**src/rtl/u8dec_pkg.sv**
```systemverilog
// u8dec_pkg: shared types, constants and decode functions of the utf-8 stream decoder
// no dependencies; imported by u8dec_front, u8dec_emit and utf8_stream_decoder
package u8dec_pkg;

  localparam int unsigned BYTE_W  = 8;
  localparam int unsigned CP_W    = 21;
  localparam int unsigned CNT_W   = 13;
  localparam int unsigned CLASS_W = 3;
  localparam int unsigned MAX_RES = 3;
  localparam int unsigned OUT_W   = 40;

  localparam logic [CNT_W-1:0] MAX_CHARS = CNT_W'(4096);

  localparam logic [CP_W-1:0] CP_REPL    = CP_W'(24'h00FFFD);
  localparam logic [CP_W-1:0] CP_MAX_BMP = CP_W'(24'h00FFFF);
  localparam logic [CP_W-1:0] CP_MAX_LAT = CP_W'(24'h0000FF);

  localparam logic [BYTE_W-1:0] ASCII_LIM  = 8'h80;
  localparam logic [BYTE_W-1:0] LEAD2_MASK = 8'hE0;
  localparam logic [BYTE_W-1:0] LEAD2_PAT  = 8'hC0;
  localparam logic [BYTE_W-1:0] LEAD3_MASK = 8'hF0;
  localparam logic [BYTE_W-1:0] LEAD3_PAT  = 8'hE0;
  localparam logic [BYTE_W-1:0] LEAD4_MASK = 8'hF8;
  localparam logic [BYTE_W-1:0] LEAD4_PAT  = 8'hF0;

  localparam logic [CLASS_W-1:0] CLASS_NARROW = 3'd1;
  localparam logic [CLASS_W-1:0] CLASS_BMP    = 3'd2;
  localparam logic [CLASS_W-1:0] CLASS_WIDE   = 3'd4;

  typedef struct packed {
    logic [1:0]                 n;
    logic [MAX_RES-1:0][CP_W-1:0] cp;
    logic                       eos;
  } burst_t;

  function automatic logic [2:0] lead_len(input logic [BYTE_W-1:0] c);
    logic [2:0] len;
    len = 3'd1;
    if ((c & LEAD2_MASK) == LEAD2_PAT) len = 3'd2;
    else if ((c & LEAD3_MASK) == LEAD3_PAT) len = 3'd3;
    else if ((c & LEAD4_MASK) == LEAD4_PAT) len = 3'd4;
    return len;
  endfunction

  function automatic logic [CP_W-1:0] utf_decode(input logic [BYTE_W-1:0] c0,
                                                 input logic [BYTE_W-1:0] c1,
                                                 input logic [BYTE_W-1:0] c2,
                                                 input logic [BYTE_W-1:0] c3,
                                                 input logic [2:0]        avail);
    logic [CP_W-1:0] cp;
    cp = CP_REPL;
    if (c0 < ASCII_LIM)
      cp = {13'd0, c0};
    else if ((c0 & LEAD2_MASK) == LEAD2_PAT && avail >= 3'd2)
      cp = {10'd0, c0[4:0], c1[5:0]};
    else if ((c0 & LEAD3_MASK) == LEAD3_PAT && avail >= 3'd3)
      cp = {5'd0, c0[3:0], c1[5:0], c2[5:0]};
    else if ((c0 & LEAD4_MASK) == LEAD4_PAT && avail >= 3'd4)
      cp = {c0[2:0], c1[5:0], c2[5:0], c3[5:0]};
    return cp;
  endfunction

endpackage

```
**src/rtl/u8dec_front.sv**
```systemverilog
// u8dec_front: holds the bytes of an unfinished sequence and decodes each accepted byte
// into a burst of zero to three code points; depends on u8dec_pkg
module u8dec_front (
  input  logic                          clk,
  input  logic                          rst_n,
  input  logic                          accept,
  input  logic [u8dec_pkg::BYTE_W-1:0]  data_byte,
  input  logic                          end_of_string,
  output u8dec_pkg::burst_t             burst
);
  import u8dec_pkg::*;

  logic [1:0]              held_r, held_nxt;
  logic [2:0]              exp_r, exp_nxt;
  logic [2:0][BYTE_W-1:0]  pend_r, pend_nxt;

  logic [3:0][BYTE_W-1:0]  b;
  logic [2:0]              total;
  logic [2:0]              need;
  logic                    complete;
  logic                    held_two;

  always_comb begin
    for (int k = 0; k < 3; k++) begin
      if (2'(k) < held_r) b[k] = pend_r[k];
      else if (2'(k) == held_r) b[k] = data_byte;
      else b[k] = '0;
    end
    b[3] = (held_r == 2'd3) ? data_byte : '0;

    total    = {1'b0, held_r} + 3'd1;
    need     = (held_r == 2'd0) ? lead_len(data_byte) : exp_r;
    complete = (total >= need);
    held_two = (held_r == 2'd2);

    burst     = '0;
    burst.eos = end_of_string;
    if (complete) begin
      burst.n     = 2'd1;
      burst.cp[0] = utf_decode(b[0], b[1], b[2], b[3], total);
    end else if (end_of_string) begin
      burst.n     = 2'd1;
      burst.cp[0] = CP_REPL;
      if (held_r != 2'd0) begin
        burst.n     = 2'd2;
        burst.cp[1] = utf_decode(b[1], b[2], '0, '0, {1'b0, held_r});
        if (held_two && !(lead_len(b[1]) == 3'd2)) begin
          burst.n     = 2'd3;
          burst.cp[2] = utf_decode(b[2], '0, '0, '0, 3'd1);
        end
      end
    end

    held_nxt = held_r;
    exp_nxt  = exp_r;
    pend_nxt = pend_r;
    if (accept) begin
      if (complete || end_of_string) begin
        held_nxt = 2'd0;
        exp_nxt  = 3'd0;
      end else begin
        pend_nxt[held_r] = data_byte;
        held_nxt         = total[1:0];
        exp_nxt          = need;
      end
    end
  end

  always_ff @(posedge clk) begin
    if (!rst_n) begin
      held_r <= 2'd0;
      exp_r  <= 3'd0;
    end else begin
      held_r <= held_nxt;
      exp_r  <= exp_nxt;
    end
    pend_r <= pend_nxt;
  end

endmodule

```
**src/rtl/u8dec_emit.sv**
```systemverilog
// u8dec_emit: burst register, running character count and width class, output register
// depends on u8dec_pkg
module u8dec_emit (
  input  logic                          clk,
  input  logic                          rst_n,
  input  logic                          load,
  input  u8dec_pkg::burst_t             burst,
  output logic                          burst_ready,
  output logic                          out_tvalid,
  input  logic                          out_tready,
  output logic [u8dec_pkg::OUT_W-1:0]   out_tdata,
  output logic                          out_tlast
);
  import u8dec_pkg::*;

  logic [1:0]                   rem_r, rem_nxt;
  logic [MAX_RES-1:0][CP_W-1:0] cp_r, cp_nxt;
  logic                         eos_r, eos_nxt;
  logic [CNT_W-1:0]             cnt_r, cnt_nxt, cnt_inc;
  logic [CLASS_W-1:0]           cls_r, cls_nxt, cls_upd;
  logic                         ovalid_r, ovalid_nxt;
  logic [CP_W-1:0]              ocp_r, ocp_nxt;
  logic [CNT_W-1:0]             ocnt_r, ocnt_nxt;
  logic [CLASS_W-1:0]           ocls_r, ocls_nxt;
  logic                         olast_r, olast_nxt;

  logic drain;
  logic last_of_burst;
  logic final_res;

  assign drain         = (rem_r != 2'd0) && (!ovalid_r || out_tready);
  assign last_of_burst = (rem_r == 2'd1);
  assign final_res     = eos_r && last_of_burst;
  assign burst_ready   = (rem_r == 2'd0) || (last_of_burst && drain);

  always_comb begin
    cnt_inc = (cnt_r < MAX_CHARS) ? cnt_r + CNT_W'(1) : cnt_r;
    cls_upd = cls_r;
    if (cp_r[0] > CP_MAX_BMP) cls_upd = CLASS_WIDE;
    else if (cp_r[0] > CP_MAX_LAT && cls_r != CLASS_WIDE) cls_upd = CLASS_BMP;

    rem_nxt = rem_r;
    cp_nxt  = cp_r;
    eos_nxt = eos_r;
    if (load) begin
      rem_nxt = burst.n;
      cp_nxt  = burst.cp;
      eos_nxt = burst.eos;
    end else if (drain) begin
      rem_nxt = rem_r - 2'd1;
      cp_nxt  = {{CP_W{1'b0}}, cp_r[MAX_RES-1:1]};
    end

    cnt_nxt    = cnt_r;
    cls_nxt    = cls_r;
    ovalid_nxt = ovalid_r && !out_tready;
    ocp_nxt    = ocp_r;
    ocnt_nxt   = ocnt_r;
    ocls_nxt   = ocls_r;
    olast_nxt  = olast_r;
    if (drain) begin
      ovalid_nxt = 1'b1;
      ocp_nxt    = cp_r[0];
      ocnt_nxt   = cnt_inc;
      ocls_nxt   = cls_upd;
      olast_nxt  = final_res;
      cnt_nxt    = final_res ? '0 : cnt_inc;
      cls_nxt    = final_res ? CLASS_NARROW : cls_upd;
    end
  end

  always_ff @(posedge clk) begin
    if (!rst_n) begin
      rem_r    <= 2'd0;
      cnt_r    <= '0;
      cls_r    <= CLASS_NARROW;
      ovalid_r <= 1'b0;
    end else begin
      rem_r    <= rem_nxt;
      cnt_r    <= cnt_nxt;
      cls_r    <= cls_nxt;
      ovalid_r <= ovalid_nxt;
    end
    cp_r    <= cp_nxt;
    eos_r   <= eos_nxt;
    ocp_r   <= ocp_nxt;
    ocnt_r  <= ocnt_nxt;
    ocls_r  <= ocls_nxt;
    olast_r <= olast_nxt;
  end

  assign out_tvalid = ovalid_r;
  assign out_tdata  = {{(OUT_W-CP_W-CNT_W-CLASS_W){1'b0}}, ocls_r, ocnt_r, ocp_r};
  assign out_tlast  = olast_r;

`ifndef NO_ASSERTIONS
  a_clear_after_final: assert property (@(posedge clk) disable iff (!rst_n)
    (drain && final_res) |=> (cnt_r == '0 && cls_r == CLASS_NARROW))
    else $error("string state not cleared after final result");

  a_count_bound: assert property (@(posedge clk) disable iff (!rst_n)
    ovalid_r |-> (ocnt_r <= MAX_CHARS && ocnt_r != '0))
    else $error("character total out of range");

  a_class_onehot: assert property (@(posedge clk) disable iff (!rst_n)
    ovalid_r |-> ($onehot(ocls_r) && ocls_r != 3'd0))
    else $error("width class not 1, 2 or 4");

  a_load_nonempty: assert property (@(posedge clk) disable iff (!rst_n)
    (load && burst.eos) |-> (burst.n != 2'd0))
    else $error("end of string produced no result");
`endif

endmodule

```
**src/rtl/utf8_stream_decoder.sv**
```systemverilog
// utf8_stream_decoder: top level of the lenient utf-8 to code point decoder
// depends on u8dec_pkg, u8dec_front and u8dec_emit
//
// usage:
//   in_* takes one byte per transaction; in_tlast marks the last byte of a string.
//   out_* gives one decoded character per transaction with the running character
//   count and the widest width class of the string; out_tlast marks the last
//   character of the string, where the count and class are final.
//   a byte that completes a character passes the burst and output registers to
//   out_*. bytes inside a multi-byte sequence give no result. a string that ends
//   inside a sequence gives up to three results from its last byte, which are
//   drained one per cycle from the burst register while the receiver keeps up;
//   in_tready stays low until the last one drains. when the receiver stalls, the
//   output register holds its transaction and one more burst waits in the burst
//   register before in_tready goes low. outside such a flush and while the
//   receiver keeps up, throughput is one byte and at most one result per cycle.
//   reset (rst_n low, synchronous) drops any partial sequence and clears the
//   count to zero and the width class to 1.
module utf8_stream_decoder (
  input  logic        clk,
  input  logic        rst_n,
  input  logic        in_tvalid,
  output logic        in_tready,
  input  logic [7:0]  in_tdata,   // [7:0] data_byte
  input  logic        in_tlast,
  output logic        out_tvalid,
  input  logic        out_tready,
  output logic [39:0] out_tdata,  // [20:0] code_point, [33:21] char_total, [36:34] width_class
  output logic        out_tlast
);
  import u8dec_pkg::*;

  burst_t burst;
  logic   burst_ready;
  logic   accept;
  logic   load;

  assign in_tready = burst_ready;
  assign accept    = in_tvalid && burst_ready;
  assign load      = accept && (burst.n != 2'd0);

  u8dec_front u_front (
    .clk           (clk),
    .rst_n         (rst_n),
    .accept        (accept),
    .data_byte     (in_tdata),
    .end_of_string (in_tlast),
    .burst         (burst)
  );

  u8dec_emit u_emit (
    .clk         (clk),
    .rst_n       (rst_n),
    .load        (load),
    .burst       (burst),
    .burst_ready (burst_ready),
    .out_tvalid  (out_tvalid),
    .out_tready  (out_tready),
    .out_tdata   (out_tdata),
    .out_tlast   (out_tlast)
  );

endmodule
```
**config.mk**
```make
export PLATFORM = sky130hd
export DESIGN_NAME = utf8_stream_decoder
export DESIGN_NICKNAME = d
export VERILOG_FILES = /design/src/rtl/u8dec_pkg.sv /design/src/rtl/u8dec_front.sv /design/src/rtl/u8dec_emit.sv /design/src/rtl/utf8_stream_decoder.sv
export SDC_FILE = /design/constraint.sdc
export NUM_CORES = 1
export LEC_CHECK = 0
export BUFFER_PORTS_ARGS = -buffer_cell sky130_fd_sc_hd__buf_2
export CORE_ASPECT_RATIO = 2
export CORE_MARGIN = 5
export CORE_UTILIZATION = 55
export CTS_BUF_LIST = sky130_fd_sc_hd__clkbuf_8
export CTS_CLUSTER_DIAMETER = 30
export DETAILED_ROUTE_END_ITERATION = 8
export PLACE_DENSITY = 0.8
export SLEW_MARGIN = 20
export SYNTH_ARGS = -nofsm -noshare
export SYNTH_HDL_FRONTEND = slang
export SYNTH_SLANG_ARGS = --single-unit
```
**constraint.sdc**
```tcl
create_clock -name clk -period 4.5 [get_ports clk]
set_input_delay 1.125 -clock clk [delete_from_list [all_inputs] [get_ports clk]]
set_output_delay 1.125 -clock clk [all_outputs]
set_load 0.01 [all_outputs]
```
Word-level counts from Yosys, hierarchy flattened
Index checks and enable logic that the tools add are counted.
Widths: inputs -> output; s select.
- shift-type cells: 0
- bitwise gates (word level): 1
- equality and inequality tests: 16
- $add $sub $neg: 3
- mux-type cells: 46
- multiply operators: 0
- reduce and logical (&&, ||, !) cells: 27
- div/mod/pow operators: 0
- order comparisons: 17
- operator list (cell ; number):
    $mux 21 ; 7
    $mux 63 ; 2
    $mux 65 ; 1
    $mux 8 ; 7
    $mux 44 ; 1
    $mux 3 ; 14
    $mux 42 ; 1
    $mux 16 ; 2
    $mux 13 ; 2
    $bwmux 24 ; 1
    $lt 8x8->1 const B ; 3
    $mux 22 ; 1
    $gt 21x16->1 const B ; 1
    $gt 21x8->1 const B ; 1
    $demux 8 s2 ; 1
    $eq 5x5->1 const B ; 3
    $logic_and 1x1->1 ; 14
    $add 13x1->13 const B ; 1
    $lt 13x13->1 const B ; 1
    $eq 4x4->1 const B ; 3
    $eq 3x3->1 const B ; 3
    $mux 2 ; 4
    $reduce_bool 2->1 ; 4
    $ge 3x2->1 const B ; 2
    other kinds (22) ; 30
- word-level logic and storage cells: 127
- memory bits (read-only): 0
- memories kept: 0
- memory bits (writable): 0
- latch bits: 0
- flip-flop bits (word level): 150
- output and inout bits: 43
- bits of input ports: 13

Longest topological paths before layout
- depth in word-level cells: 20
- gate-level depth with buffers: 15
- depth with buffers taken out: 12

Modules after synthesis
Synthesis repeated with hierarchy kept, for this count alone.
- cells, all modules: 633
- area total of the unflattened synthesis: 7579.8 µm²
- modules (own cells, without submodules) (module ; area each (µm²) ; cells an instance ; times used ; seq. area each (µm²)):
    u8dec_emit ; 4904.7 ; 320 ; 1 ; 3443.3
    u8dec_front ; 2658.8 ; 311 ; 1 ; 820.8
    utf8_stream_decoder ; 16.3 ; 2 ; 1 ; 0.0

Worst setup path before layout
No wires, ideal clock.
- kind: input-to-reg
- start point: in in_tdata[7]
- end point: reg u_emit.rem_r[1]
- required time: 4376 ps
- stages on the path: 11
- setup time: 124 ps
- slack: 385 ps
- path buffers: 2
- data arrival time: 3991 ps
- path through: buf_2 nand4_1 nor2_1 a21oi_1 ha_1 a21oi_1 o21ai_2 o21ai_0 buf_2 nand2_1 o221a_2
- cells in the longest elaborated chain, start to end: 19
- elaborated cells between the ends (all ways): 30
- those cells by class: order compare: 1; eq/ne: 7; mux: 17; reduce/logical: 5
- RTL lines (what ; line ; source):
    from (decl) ; utf8_stream_decoder.sv:24 ; input logic [7:0] in_tdata,
    $mux 8 ; u8dec_front.sv:26 ; else if (2'(k) == held_r) b[k] = data_byte;
    $mux 8 ; u8dec_front.sv:25 ; if (2'(k) < held_r) b[k] = pend_r[k];
    $eq 5x5->1 ; -- ;
    $mux 3 ; u8dec_pkg.sv:41 ; else if ((c & LEAD4_MASK) == LEAD4_PAT) len = 3'd4;
    $mux 3 ; u8dec_pkg.sv:40 ; else if ((c & LEAD3_MASK) == LEAD3_PAT) len = 3'd3;
    $mux 3 ; u8dec_pkg.sv:39 ; if ((c & LEAD2_MASK) == LEAD2_PAT) len = 3'd2;
    $mux 3 ; u8dec_front.sv:44 ; if (held_r != 2'd0) begin
    $mux 3 ; u8dec_front.sv:41 ; end else if (end_of_string) begin
    (+3 left out) ; -- ;
    $logic_and 1x1->1 ; u8dec_front.sv:47 ; if (held_two && !(lead_len(b[1]) == 3'd2)) begin
    $mux 22 ; u8dec_front.sv:47 ;
    $mux 44 ; u8dec_front.sv:44 ;
    $mux 65 ; u8dec_front.sv:41 ;
    $mux 2 * ; u8dec_front.sv:38 ; if (complete) begin
    $reduce_bool 2->1 ; utf8_stream_decoder.sv:40 ; assign load = accept && (burst.n != 2'd0);
    $logic_and 1x1->1 ; utf8_stream_decoder.sv:40 ;
    $mux 2 or $reduce_bool 2->1 (tied branches) ; -- ;
    to (signal assigned) ; u8dec_emit.sv:79 ; rem_r <= rem_nxt;
    to (decl) ; u8dec_emit.sv:16 ; logic [1:0] rem_r, rem_nxt;
Mark *: on every way between the ends. The rest lies on a longest branch, timed or not. The select of a mux whose other input is x is not followed.
A chain may end at the register's enable or synchronous reset.

Worst setup path after layout
- start point: reg u_front.held_r[1]
- end point: reg u_emit.cp_r[29] in the netlist's numbering, enable pin
- cells in the longest elaborated chain, start to end: 20
- elaborated cells between the ends (all ways): 29
- those cells by class: add/sub: 1; order compare: 2; eq/ne: 6; mux: 13; reduce/logical: 7
- RTL lines (what ; line ; source):
    from (decl) ; u8dec_front.sv:13 ; logic [1:0] held_r, held_nxt;
    from (signal assigned) ; u8dec_front.sv:74 ; held_r <= held_nxt;
    $eq 1x2->1 ; u8dec_front.sv:26 ;
    $mux 8 ; u8dec_front.sv:26 ;
    $mux 8 ; u8dec_front.sv:25 ;
    $eq 5x5->1 ; -- ;
    $mux 3 ; u8dec_pkg.sv:41 ;
    $mux 3 ; u8dec_pkg.sv:40 ;
    $mux 3 ; u8dec_pkg.sv:39 ;
    $mux 3 ; u8dec_front.sv:44 ;
    (+4 left out) ; -- ;
    $logic_and 1x1->1 ; u8dec_front.sv:47 ;
    $mux 22 ; u8dec_front.sv:47 ;
    $mux 44 ; u8dec_front.sv:44 ;
    $mux 65 ; u8dec_front.sv:41 ;
    $mux 2 * ; u8dec_front.sv:38 ;
    $reduce_bool 2->1 * ; utf8_stream_decoder.sv:40 ;
    $logic_and 1x1->1 * ; utf8_stream_decoder.sv:40 ;
    $reduce_bool 2->1 (no line) * ; -- ;
    to (signal assigned) ; u8dec_emit.sv:84 ; cp_r <= cp_nxt;
    to (decl) ; u8dec_emit.sv:17 ; logic [MAX_RES-1:0][CP_W-1:0] cp_r, cp_nxt;
Marked as above.

==> results.json <==
{
  "outcome": "finished clean",
  "path_clk_slew_ps": 70,
  "post-route-drc-count": 0,
  "arrival_ps": 3540,
  "fin_util": 0.6318,
  "cts_sinks": 132,
  "die_w_um": 85.80,
  "placed_cells": 709,
  "wl_mm": 15.34,
  "fin_crit_ps": 3397,
  "core_um2": 11290,
  "cts.htree.levels": 4,
  "worstPathRequired_ps": 4650,
  "worstPathMaxFanout": 24,
  "grt_overflow": 0,
  "setup_violations": 0,
  "drtAntennaViolNets": 0,
  "min_path_type": "register to register",
  "grt_pass1_wl_mm": 23.78,
  "rsz0062_at_grt": "no",
  "first_iter_violations": 363,
  "vias": 4627,
  "dieHeight_um": 161.6,
  "root_buffer": "clkbuf_8",
  "dieArea_um2": 13860,
  "relSlewSlack": 0.3740,
  "antenna_cells": 0,
  "fill_cells": 887,
  "cts_tree": "done",
  "ys_types": 70,
  "min_period_over_period": 0.7550,
  "cpPeakStageDelay_ps": 470,
  "antenna_found_initial": 0,
  "vias_per_cell": 6.244,
  "grt_max_degree": 29,
  "min-delay-start": "u_emit.cp_r[3]",
  "avgSynthCellArea_um2": 11.92,
  "cts-hold-fix-buffers": 0,
  "ff_latch_area_um2": 3724,
  "dp_slack_ps": 776.2,
  "post_drt_wl_per_cell_um": 20.70,
  "yosysSeqAreaShare": 0.5892,
  "leakage_nw": 2.613,
  "ctsResizeCount": 0,
  "grt_pass1_vias": 4500,
  "grt_use_total": 0.2269,
  "slowest_stage": "nand2_2",
  "layout.cells.non_filler": 741,
  "postSynthCellCount": 530,
  "worst_slew_pin_slew_ps": 934.7,
  "rows": 55,
  "synth_warnings": 0,
  "drive_gt1_frac": 0.1920,
  "clock_latency_ps": 440,
  "synth_edf_count": 108,
  "power.density_nw_per_um2": 614.0,
  "finalSetupTns_ps": 0,
  "r2r-start": "u_front.held_r[1]",
  "path_cells": "inv_2 -> ha_1 -> buf_4 -> a21oi_1 -> ha_1 -> nor2b_1 -> o21ai_2 -> o21ai_0 -> nand2_2 -> buf_4",
  "maxCapViolations": 0,
  "setup_ws_ps": 1103,
  "area_delta_synth_final_pct": 12.83,
  "r2r_slack_ps": 1100,
  "startpoint_type": "register",
  "pin_count": 56,
  "nets": 610,
  "finClkSkew_ps": 10.87,
  "start_util": 0.5600,
  "crit_type": "register to register",
  "endpoint_kind": "register",
  "cts_setup_buffers": 0,
  "io_buffers": 52,
  "synth-main-ff-cell": "edfxtp_1",
  "dr.pass1.iters": 5,
  "finalHoldViolCount": 0,
  "drv_slew": 0,
  "routabilityCongestion": 0.9670,
  "dp_hpwl_mm": 11.35,
  "max_freq_mhz": 294.3,
  "cts_made_buffers": 17,
  "multi_input_area_um2": 2380,
  "ys_ff_latch": 132,
  "async_flop_share": 0,
  "mappedNetlistArea_um2": 6320,
  "vdd_drop_max_v": 0.0003045,
  "startpoint": "u_front.held_r[1]",
  "clk_path_buf_depth": 2
}
-- worst max-delay path, delay by kind of cell (launching register included) --
kind | cells | cell delay, ps
AO/OA/AOI/OAI | 3 | 710
buffers and inverters | 3 | 810
flip-flops | 1 | 320
adder cells (fa/ha/maj) | 2 | 720
AND/OR/NAND/NOR | 2 | 520
-- cells in the final DEF (no fill, tap or decap), types with 14 or more instances in the layout --
master      n
mux2i_1    15
a21oi_1    33
buf_2      52
o21ai_0    27
buf_4      14
edfxtp_1  108
a22oi_1    28
nor2_1     31
dfxtp_1    24
clkbuf_8   18
nand2_1    38
-- metal layers --
layer  wire [um]  vias to the layer above  global-route usage
met5           0                        -                   0
met4        1041                        0              0.1585
met3         944                       68             0.05360
met2        8345                      215              0.4136
met1        5009                     2206              0.2158
li1            -                     2138                   -
-- cells by family after synthesis --
kind of cell,count (synthesis),share of synthesized area
AOI/OAI and AO/OA,165,0.1847
xor gates and xnor gates,12,0.01663
adders and majority gates,11,0.02178
buffers and inverters,44,0.03583
DFF,132,0.5892
muxes,16,0.02554
other,1,0.0005934
and+or+nand+nor,149,0.1257
-- where the power goes --
part           internal [W]  total, W  switching, W
Clock              0.000615   0.00107      0.000459
Combinational      0.000403   0.00121      0.000803
Sequential          0.00196   0.00210      0.000143
-- metrics by stage --
stage	instance area, um^2	hold slack [ps]	total power (W)
final	7131	422.9	0.004378
after global routing	7131	428.8	0.004590
after CTS	7131	423.0	0.004387
after detailed placement	6695	404.5	0.003328
after global placement	6695	405.2	0.003273
after floorplan	6327	400.3	0.002873
-- worst paths after layout --
| path | endpoint | cells after the start |
|---|---|---|
| max | u_emit.cp_r[29] | 10 |
| min | u_emit.ocp_r[3] | 0 |
| max reg2reg | u_emit.cp_r[29] | 10 |
| min reg2reg | u_emit.ocp_r[3] | 0 |
-- synth_stat cells, drive strengths merged, types with 9 or more instances --
cell,n,area share
edfxtp,108,0.51
nand2,40,0.024
a21oi,33,0.026
nor2,32,0.019
o21ai,30,0.025
a22oi,29,0.035
dfxtp,24,0.076
buf,23,0.023
mux2i,15,0.024
and2,13,0.013
inv,13,0.0077
nor2b,13,0.013
o22ai,13,0.013
a22o,11,0.015
ha,11,0.022
xnor2,10,0.014
nand3,9,0.0071
-- area by class of cell --
class	count	area share
clock buffers	18	0.03474
clock inverters	14	0.02632
inverters	13	0.006843
multi-input cells	356	0.3337
flip-flops and latches	132	0.5222
well taps	142	0.02492
repair buffers	66	0.05124
-- flip-flops by register name, summed over array words and instances, names as in the netlist --
signal             cells
u_front.exp_r          3
u_front.held_r         2
u_emit.cnt_r          13
u_emit.ocp_r          21
u_front.pend_r        24
u_emit.ocnt_r         13
u_emit.rem_r           2
u_emit.cls_r           3
u_emit.out_tlast       1
u_emit.out_tvalid      1
u_emit.cp_r           45
u_emit.eos_r           1
u_emit.ocls_r          3
Power figures use the tool's default switching activity.
